<file path="src/adc_frame_deframer_sign_extend_top_defines.svh">
// ----------------------------------------------------------------------------
// adc frame deframer assertion macros
// shared concurrent check forms, clocked on clk with arst_n as disable
// ----------------------------------------------------------------------------
`ifndef ADC_FRAME_DEFRAMER_SIGN_EXTEND_TOP_DEFINES_SVH
`define ADC_FRAME_DEFRAMER_SIGN_EXTEND_TOP_DEFINES_SVH

// same-cycle implication
`define AFD_CHECK(label, ante, cons) \
	label: assert property (@(posedge clk) disable iff (!arst_n) (ante) |-> (cons)) \
		else $error("afd check failed");

// next-cycle implication
`define AFD_CHECK_NEXT(label, ante, cons) \
	label: assert property (@(posedge clk) disable iff (!arst_n) (ante) |=> (cons)) \
		else $error("afd next-cycle check failed");

`endif

</file>
<file path="src/afd_pkg.sv">
// ----------------------------------------------------------------------------
// afd_pkg
// frame layout constants and result types for the converter frame deframer
// ----------------------------------------------------------------------------
package afd_pkg;

	localparam int CHANNELS_PER_DEVICE = 8;
	localparam int STATUS_BYTES = 3;
	localparam int SAMPLE_BYTES = 3;
	localparam int SECTION_BYTES = STATUS_BYTES + SAMPLE_BYTES * CHANNELS_PER_DEVICE;
	localparam int OFF_W = $clog2(SECTION_BYTES);
	localparam int CH_W = (CHANNELS_PER_DEVICE > 1) ? $clog2(CHANNELS_PER_DEVICE) : 1;

	// byte phase inside one sample
	typedef logic [1:0] phase_t;
	localparam phase_t PH_HIGH = 2'd0;
	localparam phase_t PH_MID = 2'd1;
	localparam phase_t PH_LOW = 2'd2;

	localparam logic [3:0] LAST_SINGLE = 4'(CHANNELS_PER_DEVICE - 1);
	localparam logic [3:0] LAST_DAISY = 4'(2 * CHANNELS_PER_DEVICE - 1);

	typedef struct packed {
		logic [7:0] data_byte;
		logic       frame_start;
	} req_t;

	typedef struct packed {
		logic [3:0]         channel_index;
		logic signed [23:0] sample_value;
		logic [23:0]        device_status;
		logic               frame_last;
	} result_t;

endpackage

</file>
<file path="src/afd_ifs.sv">
// ----------------------------------------------------------------------------
// afd channel interfaces
// byte request channel, sample result channel and mode write channel
// ----------------------------------------------------------------------------
interface afd_req_if;
	logic       valid;
	logic       ready;
	logic [7:0] data_byte;
	logic       frame_start;

	modport source(output valid, data_byte, frame_start, input ready);
	modport sink(input valid, data_byte, frame_start, output ready);
endinterface

interface afd_res_if;
	logic               valid;
	logic               ready;
	logic [3:0]         channel_index;
	logic signed [23:0] sample_value;
	logic [23:0]        device_status;
	logic               frame_last;

	modport source(output valid, channel_index, sample_value, device_status, frame_last,
		input ready);
	modport sink(input valid, channel_index, sample_value, device_status, frame_last,
		output ready);
endinterface

interface afd_cfg_if;
	logic valid;
	logic ready;
	logic daisy_mode;

	modport source(output valid, daisy_mode, input ready);
	modport sink(input valid, daisy_mode, output ready);
endinterface

</file>
<file path="src/adc_frame_deframer_sign_extend_top.sv">
// ----------------------------------------------------------------------------
// adc_frame_deframer_sign_extend_top
// Deframes the byte stream of one or two chained 8-channel 24-bit converters.
// Each byte request is taken into an input register and decoded in one pass
// against a section offset, sample phase and channel counter; a completed
// sample leaves through a result register with its channel index, sign
// extended value and device status. One byte request is taken every clock
// while the output is drained; a result left waiting holds the byte in the
// input register and stops further requests until it is taken. A sample's
// last byte is held in the input register, then the result is registered
// on the output. The rate is set by the single decode step between the
// input register and the result register. daisy_mode selects two devices.
// ----------------------------------------------------------------------------
`include "adc_frame_deframer_sign_extend_top_defines.svh"

module adc_frame_deframer_sign_extend_top import afd_pkg::*; (
	input  logic         clk,
	input  logic         arst_n,
	afd_req_if.sink      byte_in,
	afd_res_if.source    result_out,
	afd_cfg_if.sink      cfg
);

	logic               daisy_q;

	logic               valid_s1;
	req_t               req_s1;

	logic               out_valid_q;
	result_t            out_q;

	logic               active_q;
	logic               dev_q;
	logic [OFF_W-1:0]   off_q;
	phase_t             ph_q;
	logic [CH_W-1:0]    ch_q;
	logic [15:0]        partial_q;
	logic [23:0]        status_q;

	logic               advance;
	logic               fire;
	logic               run;
	logic               cur_dev;
	logic [OFF_W-1:0]   cur_off;
	phase_t             cur_ph;
	logic [CH_W-1:0]    cur_ch;
	logic               in_status;
	logic               sec_end;
	logic               frame_end;
	logic               emit;
	result_t            res;

	logic               active_d;
	logic               dev_d;
	logic [OFF_W-1:0]   off_d;
	phase_t             ph_d;
	logic [CH_W-1:0]    ch_d;
	logic [15:0]        partial_d;
	logic [23:0]        status_d;

	// mode register
	assign cfg.ready = 1'b1;

	always_ff @(posedge clk or negedge arst_n) begin
		if (!arst_n) begin
			daisy_q <= 1'b0;
		end else if (cfg.valid) begin
			daisy_q <= cfg.daisy_mode;
		end
	end

	// input register
	assign advance = !out_valid_q || result_out.ready;
	assign byte_in.ready = !valid_s1 || advance;
	assign fire = valid_s1 && advance;

	always_ff @(posedge clk or negedge arst_n) begin
		if (!arst_n) begin
			valid_s1 <= 1'b0;
		end else if (byte_in.valid && byte_in.ready) begin
			valid_s1 <= 1'b1;
		end else if (advance) begin
			valid_s1 <= 1'b0;
		end
	end

	always_ff @(posedge clk) begin
		if (byte_in.valid && byte_in.ready) begin
			req_s1 <= '{data_byte: byte_in.data_byte, frame_start: byte_in.frame_start};
		end
	end

	// decode
	always_comb begin
		cur_dev = req_s1.frame_start ? 1'b0 : dev_q;
		cur_off = req_s1.frame_start ? '0 : off_q;
		cur_ph = req_s1.frame_start ? PH_HIGH : ph_q;
		cur_ch = req_s1.frame_start ? '0 : ch_q;

		// frame past the single-device length after a mode drop is dead
		run = req_s1.frame_start || (active_q && !(dev_q && !daisy_q));
		in_status = cur_off < OFF_W'(STATUS_BYTES);
		sec_end = cur_off == OFF_W'(SECTION_BYTES - 1);
		frame_end = sec_end && (cur_dev == daisy_q);
		emit = run && !in_status && (cur_ph == PH_LOW);

		res.channel_index = 4'(cur_ch) + (cur_dev ? 4'(CHANNELS_PER_DEVICE) : 4'd0);
		res.sample_value = {partial_q, req_s1.data_byte};
		res.device_status = status_q;
		res.frame_last = (cur_dev == daisy_q) && (cur_ch == CH_W'(CHANNELS_PER_DEVICE - 1));

		active_d = active_q;
		dev_d = dev_q;
		off_d = off_q;
		ph_d = ph_q;
		ch_d = ch_q;
		partial_d = partial_q;
		status_d = status_q;

		if (run) begin
			active_d = !frame_end;
			if (frame_end) begin
				dev_d = 1'b0;
				off_d = '0;
			end else if (sec_end) begin
				dev_d = !cur_dev;
				off_d = '0;
			end else begin
				dev_d = cur_dev;
				off_d = cur_off + OFF_W'(1);
			end

			if (in_status) begin
				status_d = (cur_off == '0) ? {16'd0, req_s1.data_byte}
					: {status_q[15:0], req_s1.data_byte};
				ph_d = PH_HIGH;
				ch_d = '0;
			end else begin
				ch_d = cur_ch;
				case (cur_ph)
					PH_HIGH: begin
						partial_d = {8'd0, req_s1.data_byte};
						ph_d = PH_MID;
					end
					PH_MID: begin
						partial_d = {partial_q[7:0], req_s1.data_byte};
						ph_d = PH_LOW;
					end
					PH_LOW: begin
						ph_d = PH_HIGH;
						ch_d = (cur_ch == CH_W'(CHANNELS_PER_DEVICE - 1)) ? '0
							: cur_ch + CH_W'(1);
					end
					default: begin
						ph_d = PH_HIGH;
					end
				endcase
			end
		end else begin
			active_d = 1'b0;
		end
	end

	// frame state
	always_ff @(posedge clk or negedge arst_n) begin
		if (!arst_n) begin
			active_q <= 1'b0;
			dev_q <= 1'b0;
			off_q <= '0;
			ph_q <= PH_HIGH;
			ch_q <= '0;
		end else if (fire) begin
			active_q <= active_d;
			dev_q <= dev_d;
			off_q <= off_d;
			ph_q <= ph_d;
			ch_q <= ch_d;
		end
	end

	always_ff @(posedge clk) begin
		if (fire) begin
			partial_q <= partial_d;
			status_q <= status_d;
		end
	end

	// result register
	always_ff @(posedge clk or negedge arst_n) begin
		if (!arst_n) begin
			out_valid_q <= 1'b0;
		end else if (advance) begin
			out_valid_q <= fire && emit;
		end
	end

	always_ff @(posedge clk) begin
		if (fire && emit) begin
			out_q <= res;
		end
	end

	assign result_out.valid = out_valid_q;
	assign result_out.channel_index = out_q.channel_index;
	assign result_out.sample_value = out_q.sample_value;
	assign result_out.device_status = out_q.device_status;
	assign result_out.frame_last = out_q.frame_last;

	// checks
	`AFD_CHECK(a_last_index, out_valid_q && out_q.frame_last,
		out_q.channel_index == LAST_SINGLE || out_q.channel_index == LAST_DAISY)
	`AFD_CHECK(a_off_range, active_q, off_q < OFF_W'(SECTION_BYTES))
	`AFD_CHECK(a_stall_only, !byte_in.ready, valid_s1 && out_valid_q && !result_out.ready)
	`AFD_CHECK_NEXT(a_emit_shows, fire && emit, out_valid_q)

endmodule

</file>
<file path="src/flat_wrapper.sv">
// flat-port wrapper written by rule: the top's interface ports become plain ports
module adc_frame_deframer_sign_extend_top_flat import afd_pkg::*;
  (clk, arst_n, byte_in_valid, byte_in_data_byte, byte_in_frame_start, byte_in_ready, result_out_valid, result_out_channel_index, result_out_sample_value, result_out_device_status, result_out_frame_last, result_out_ready, cfg_valid, cfg_daisy_mode, cfg_ready);
  afd_req_if byte_in_i ();
  afd_res_if result_out_i ();
  afd_cfg_if cfg_i ();
  input  logic clk;
  input  logic arst_n;
  input wire logic [$bits(byte_in_i.valid)-1:0] byte_in_valid;
  input wire logic [$bits(byte_in_i.data_byte)-1:0] byte_in_data_byte;
  input wire logic [$bits(byte_in_i.frame_start)-1:0] byte_in_frame_start;
  output wire logic [$bits(byte_in_i.ready)-1:0] byte_in_ready;
  output wire logic [$bits(result_out_i.valid)-1:0] result_out_valid;
  output wire logic [$bits(result_out_i.channel_index)-1:0] result_out_channel_index;
  output wire logic [$bits(result_out_i.sample_value)-1:0] result_out_sample_value;
  output wire logic [$bits(result_out_i.device_status)-1:0] result_out_device_status;
  output wire logic [$bits(result_out_i.frame_last)-1:0] result_out_frame_last;
  input wire logic [$bits(result_out_i.ready)-1:0] result_out_ready;
  input wire logic [$bits(cfg_i.valid)-1:0] cfg_valid;
  input wire logic [$bits(cfg_i.daisy_mode)-1:0] cfg_daisy_mode;
  output wire logic [$bits(cfg_i.ready)-1:0] cfg_ready;
  assign byte_in_i.valid = byte_in_valid;
  assign byte_in_i.data_byte = byte_in_data_byte;
  assign byte_in_i.frame_start = byte_in_frame_start;
  assign byte_in_ready = byte_in_i.ready;
  assign result_out_valid = result_out_i.valid;
  assign result_out_channel_index = result_out_i.channel_index;
  assign result_out_sample_value = result_out_i.sample_value;
  assign result_out_device_status = result_out_i.device_status;
  assign result_out_frame_last = result_out_i.frame_last;
  assign result_out_i.ready = result_out_ready;
  assign cfg_i.valid = cfg_valid;
  assign cfg_i.daisy_mode = cfg_daisy_mode;
  assign cfg_ready = cfg_i.ready;
  adc_frame_deframer_sign_extend_top u_core (.clk(clk), .arst_n(arst_n), .byte_in(byte_in_i), .result_out(result_out_i), .cfg(cfg_i));
endmodule
</file>
<file path="config.mk">
export PLATFORM = sky130hd
export DESIGN_NAME = adc_frame_deframer_sign_extend_top_flat
export DESIGN_NICKNAME = d
export VERILOG_FILES = /design/src/afd_pkg.sv /design/src/afd_ifs.sv /design/src/adc_frame_deframer_sign_extend_top.sv /design/src/flat_wrapper.sv
export VERILOG_INCLUDE_DIRS = /design/src /design/src/src
export SDC_FILE = /design/constraint.sdc
export NUM_CORES = 1
export LEC_CHECK = 0
export BUFFER_PORTS_ARGS = -buffer_cell sky130_fd_sc_hd__clkbuf_2
export CAP_MARGIN = 30
export CORE_AREA = 2 2 116 73
export CTS_BUF_LIST = sky130_fd_sc_hd__clkbuf_4
export DETAILED_ROUTE_END_ITERATION = 10
export DIE_AREA = 0 0 118 75
export PLACE_DENSITY = 0.77
export SYNTH_ARGS = -nofsm -noshare
export SYNTH_HDL_FRONTEND = slang
export SYNTH_SLANG_ARGS = --single-unit
</file>
<file path="constraint.sdc">
create_clock -name clk -period 5.4 [get_ports clk]
set_clock_uncertainty 0.15 [all_clocks]
set_input_delay 0.27 -clock clk [delete_from_list [all_inputs] [get_ports clk]]
set_output_delay 0.27 -clock clk [all_outputs]
set_load 0.01 [all_outputs]
</file>
## Word level (Yosys, flattened, before mapping)

Index checks and enable logic that the tools add are counted.

- Register bits after elaboration: 117
- Bits in latches: 0
- RAM bits: 0
- ROM bits: 0
- Input bits: 15
- Memories kept: 0

- Add/subtract/negate cells: 3
- Multiply operators: 0
- Div/mod/pow operators: 0
- Magnitude comparators: 1
- Equal/unequal tests: 5
- Shift operators: 0
- Mux-type cells: 18
- Bitwise gates (word level): 1
- Reduce and logical (&&, ||, !) cells: 26

Operators with widths:

| cell | number |
|---|---|
| case mux 16 bit (2 select lines) | 1 |
| two-way mux 5 bit | 3 |
| two-way mux 3 bit | 4 |
| logical AND 1 bit | 9 |
| logical NOT 1 bit | 7 |
| two-way mux 1 bit | 6 |
| adder 5 x 1 -> 5 bit, second input constant | 1 |
| == test 5 bit, second input constant | 1 |
| logical NOT 5 bit | 1 |
| < comparator 5 x 2 -> 1 bit, second input constant | 1 |
| adder 3 x 4 -> 4 bit | 1 |
| two-way mux 2 bit | 2 |
| two-way mux 4 bit | 1 |
| case mux 2 bit (2 select lines) | 1 |
| AND reduction 4 bit | 1 |
| nonzero test 2 bit | 2 |
| adder 3 x 1 -> 3 bit, second input constant | 1 |
| == test 3 bit, second input constant | 1 |
| logical OR 1 bit | 3 |
| AND reduction 3 bit | 1 |
| == test 2 x 1 -> 1 bit, second input constant | 1 |
| == test 2 bit, second input constant | 1 |
| logical NOT 2 bit | 1 |
| AND reduction 2 bit | 1 |
| other kinds (2) | 2 |

## Logic depth before layout (Yosys ltp)

- Depth in word-level cells: 8
- Gate-level depth with buffers: 8
- Depth with buffers taken out: 7

## Least setup slack after synthesis

OpenSTA, ideal clock, no wires.

- Path type: reg2reg
- From: register u_core.out_valid_q (netlist: u_core.result_out.valid)
- To: register u_core.partial_q[0] (enable)
- Library setup time: 430 ps
- Data arrival time: 2775 ps
- Required time: 4820 ps
- Path slack: 2044 ps
- Cell stages (with the launch flop): 7
- Path through: dfrtp_1 -> nor2b_4 -> nand2b_1 -> buf_2 -> or2_1 -> buf_2 -> nor4_1

- Word-level cells in the longest chain between the ends: 4

RTL lines:

| what | line | RTL |
|---|---|---|
| start, declared | adc_frame_deframer_sign_extend_top.sv:29 | `logic out_valid_q;` |
| start signal, assigned | adc_frame_deframer_sign_extend_top.sv:193 | `out_valid_q <= fire && emit;` |
| logical NOT 1 bit | adc_frame_deframer_sign_extend_top.sv:73 | `assign advance = !out_valid_q \|\| result_out.ready;` |
| logical OR 1 bit | adc_frame_deframer_sign_extend_top.sv:73 |  |
| logical AND 1 bit | adc_frame_deframer_sign_extend_top.sv:75 | `assign fire = valid_s1 && advance;` |
| AND reduction 4 bit (no line) | - |  |
| end signal, assigned | adc_frame_deframer_sign_extend_top.sv:183 | `partial_q <= partial_d;` |
| end, declared | adc_frame_deframer_sign_extend_top.sv:37 | `logic [15:0] partial_q;` |

Every way passes these cells.
A chain may end at the register's enable or synchronous reset.

## Final worst setup path

- From: register u_core.out_valid_q (netlist: u_core.result_out.valid)
- To: register u_core.partial_q[9] (enable)

The elaborated chain is that of the path after synthesis.

==> flow_metrics.py <==
metrics = {
    "status": {
        "outcome": "finished clean",
    },
    "timing": {
        "timing.setup.tns_ns": 0,
        "tightestPinTransition_ns": 0.942,
        "min_period_over_period_pct": 49.7,
        "finalWorstPathRequiredPeriod_ns": 2.68,
        "relative_slew_slack_pct": 36.8,
        "maximum_achievable_frequency_mhz": 373,
        "finalSetupViolations": 0,
        "grt_setup_unrepaired": "false",
        "hold_ws_ns": 0.0767,
        "timing.final.max_slew_violations": 0,
        "hold_viol": 0,
    },
    "critical_path": {
        "critical_path.cell_chain": "nor2b_4 > nand2b_1 > or2_1 > nor4_2 > buf_4",
        "timing.critical_path.slowest_stage_cell": "nor4_2",
        "r2r-start": "u_core.result_out.valid$_DFFE_PN0P_",
        "timing.reg2reg.worst_path_depth": 5,
        "critical_path.startpoint_type": "register",
        "regToRegEndpoint": "u_core.partial_q[9]$_SDFFCE_PP0P_",
        "crit_path_max_fanout": 10,
        "crit_arrival_ns": 2.73,
        "end_kind": "register",
        "path_buf_inv": 1,
        "worst-r2r-setup-slack_ns": 2.72,
        "critPathKind": "reg -> reg",
        "critical-path-max-stage-delay_ns": 0.63,
        "cpLargestDelayFamily": "simple AND/OR/NAND/NOR gates",
        "data_required_time_of_the_worst_path_ns": 5.45,
    },
    "grt": {
        "global_route.usage.total_pct": 18.3,
        "antenna_found_initial": 1,
        "grt-ovfl-total": 0,
        "wire_length_of_the_first_global_routing_pass_mm": 11.3,
        "number_of_global_route_vias_before_repair": 2069,
        "grt_max_degree": 30,
    },
    "route": {
        "drt.antenna.violating_nets": 0,
        "routed_wirelength_mm": 7.22,
        "initialDrtViolationCount": 252,
        "post_drt_wl_per_cell_um": 16.2,
        "count_of_unresolved_drc_violations_after_routing": 0,
        "vias_per_cell": 5.01,
        "vias": 2231,
        "drt_pre_antenna_iters": 5,
    },
    "synth": {
        "synth.distinct_cells": 42,
        "synthCells": 225,
        "post_synth_main_area_contributors": "edfxtp_1 73%, dfrtp_1 9.0%, and2_1 3.7%",
        "postSynthAreaPerCell_um2": 18.6,
        "syn-num-nets": 245,
        "post-synth-top-area-cell": "edfxtp_1",
        "synth.ff_latch_count": 117,
        "netlist_area_um2": 4180,
        "synth-seq-area-share_pct": 82.3,
        "synthTopCellsByCount": "102 x edfxtp_1, 25 x and2_1, 15 x dfrtp_1",
        "top_cell_type_s_share_of_synthesized_area_pct": 73.3,
        "share_of_flip_flops_with_an_asynchronous_set_or_reset_after_synthesis_pct": 12.8,
        "synth_enable_flop_cells": 102,
        "synth.yosys.warnings": 0,
        "synth.most_common_cell": "edfxtp_1",
        "ys_dominant_reg_cell": "edfxtp_1",
    },
    "power": {
        "cellPowerDensity_nw_per_um2": 382,
        "vdd_drop_max_uv": 187,
        "power_leakage_nw": 1.93,
        "fin_total_pwr_mw": 1.94,
    },
    "clock_tree": {
        "cts_tree": "yes",
        "postCtsHoldBufs": 15,
        "cts_resized": 0,
        "path_clk_slew_ns": 0.09,
        "worst_skew_pair.late_latency_ns": 0.50,
        "h-tree-depth": 4,
        "cts_setup_buffers": 0,
        "clk_root_buffer_cell": "clkbuf_4",
        "cts.sinks": 117,
        "cts_inserted_buffers": 17,
        "cts_max_path_buffers": 2,
    },
    "flow_run": {
        "maxCapViolations": 0,
    },
    "die": {
        "floorplan.io_pins": 71,
        "design.core.area_um2": 7730,
        "die_w_um": 118,
        "dieArea_um2": 8850,
        "initial_core_util_pct": 54.1,
        "floorplan.rows": 25,
        "die_y_um": 75,
    },
    "placed_design": {
        "globalplace.congestion": 0.810,
        "dp_hpwl_mm": 4.84,
        "buffer_ports.inserted": 69,
    },
    "finish": {
        "drive_above_1_share_pct": 33.3,
        "finalNetCount": 346,
        "areaGrowthSynthToFinish_pct": 21.6,
    },
    "min_path": {
        "holdCritPathClass": "in -> async",
    },
}
-- how the worst max path moves through the flow --
stage | to | start | cells after the start | slack [ns]
6_report | u_core.partial_q[9]$_SDFFCE_PP0P_ | u_core.result_out.valid$_DFFE_PN0P_ | 5 | 2.72
5_1_grt | u_core.partial_q[9]$_SDFFCE_PP0P_ | u_core.req_s1[0]$_DFFE_PP_ | 4 | 2.47
4_1_cts | u_core.partial_q[9]$_SDFFCE_PP0P_ | u_core.result_out.valid$_DFFE_PN0P_ | 5 | 2.72
3_5_place_dp | u_core.partial_q[2]$_DFFE_PP_ | u_core.req_s1[0]$_DFFE_PP_ | 4 | 2.75
3_3_place_gp | u_core.status_q[23]$_SDFFCE_PN0P_ | u_core.result_out.valid$_DFFE_PN0P_ | 4 | 2.71
2_1_floorplan | u_core.partial_q[0]$_DFFE_PP_ | u_core.result_out.valid$_DFFE_PN0P_ | 6 | 2.04
-- area by class of cell --
type                       count  area (µm²)
timing repair buffer          89         553
clock inverter                 9        88.8
tap                          108         135
inverter                       5        18.8
multi-input combinational     96         698
antenna                        1        2.50
clock buffer                  20         150
fill                         554        2640
sequential                   117        3440
-- power breakdown --
group          switching, mW  internal (mW)
clock network          0.278          0.274
logic                  0.115         0.0985
registers             0.0670           1.11
-- through the flow --
stage                     utilization [%]  instance area, µm²  worst slack (ns)  instances
final                                65.8                5080              2.72        445
after global routing                 65.8                5080              2.47        445
after floorplan                         -                4180              2.04        225
after detailed placement             60.7                4690              2.75        400
after global placement               60.4                4670              2.71        399
after CTS                            65.8                5080              2.72        444
-- per-layer routing --
layer  share of wire, %  global-route usage (%)
met1                 47                    25.1
met3                6.0                    6.82
met5                  0                       0
met2                 46                    26.0
met4               0.86                    9.64
-- flip-flops by register name (all words and copies together) (netlist names), 2 cells and up --
signal / count
u_core.ch_q: 3
u_core.off_q: 5
u_core.partial_q: 16
u_core.result_out.device_status: 24
u_core.ph_q: 2
u_core.result_out.sample_value: 24
u_core.status_q: 24
u_core.result_out.channel_index: 4
u_core.req_s1: 9
-- placed cells by master (no fill, tap or decap), types with 5 or more instances in the layout --
cell type,instances
o21ai_0,7
dlygate4sd3_1,15
dfrtp_1,15
and2_1,25
clkbuf_4,20
nor2b_1,5
inv_1,5
edfxtp_1,102
nor2_1,6
ha_1,5
clkinv_1,5
clkbuf_2,69
-- logic make-up (layout without fill, tap and decap cells) --
family,after synthesis,after routing,share of synthesized area (%)
multiplexers,5,5,1.32
AO/OA/AOI/OAI,23,23,4.34
flip-flops,117,117,82.3
buffers and inverters,12,123,1.26
XOR/XNOR,1,1,0.210
other,1,2,0.0897
adder cells (fa/ha/maj),5,5,1.50
AND/OR/NAND/NOR,61,61,9.04
(Power assumes the default switching activity.)
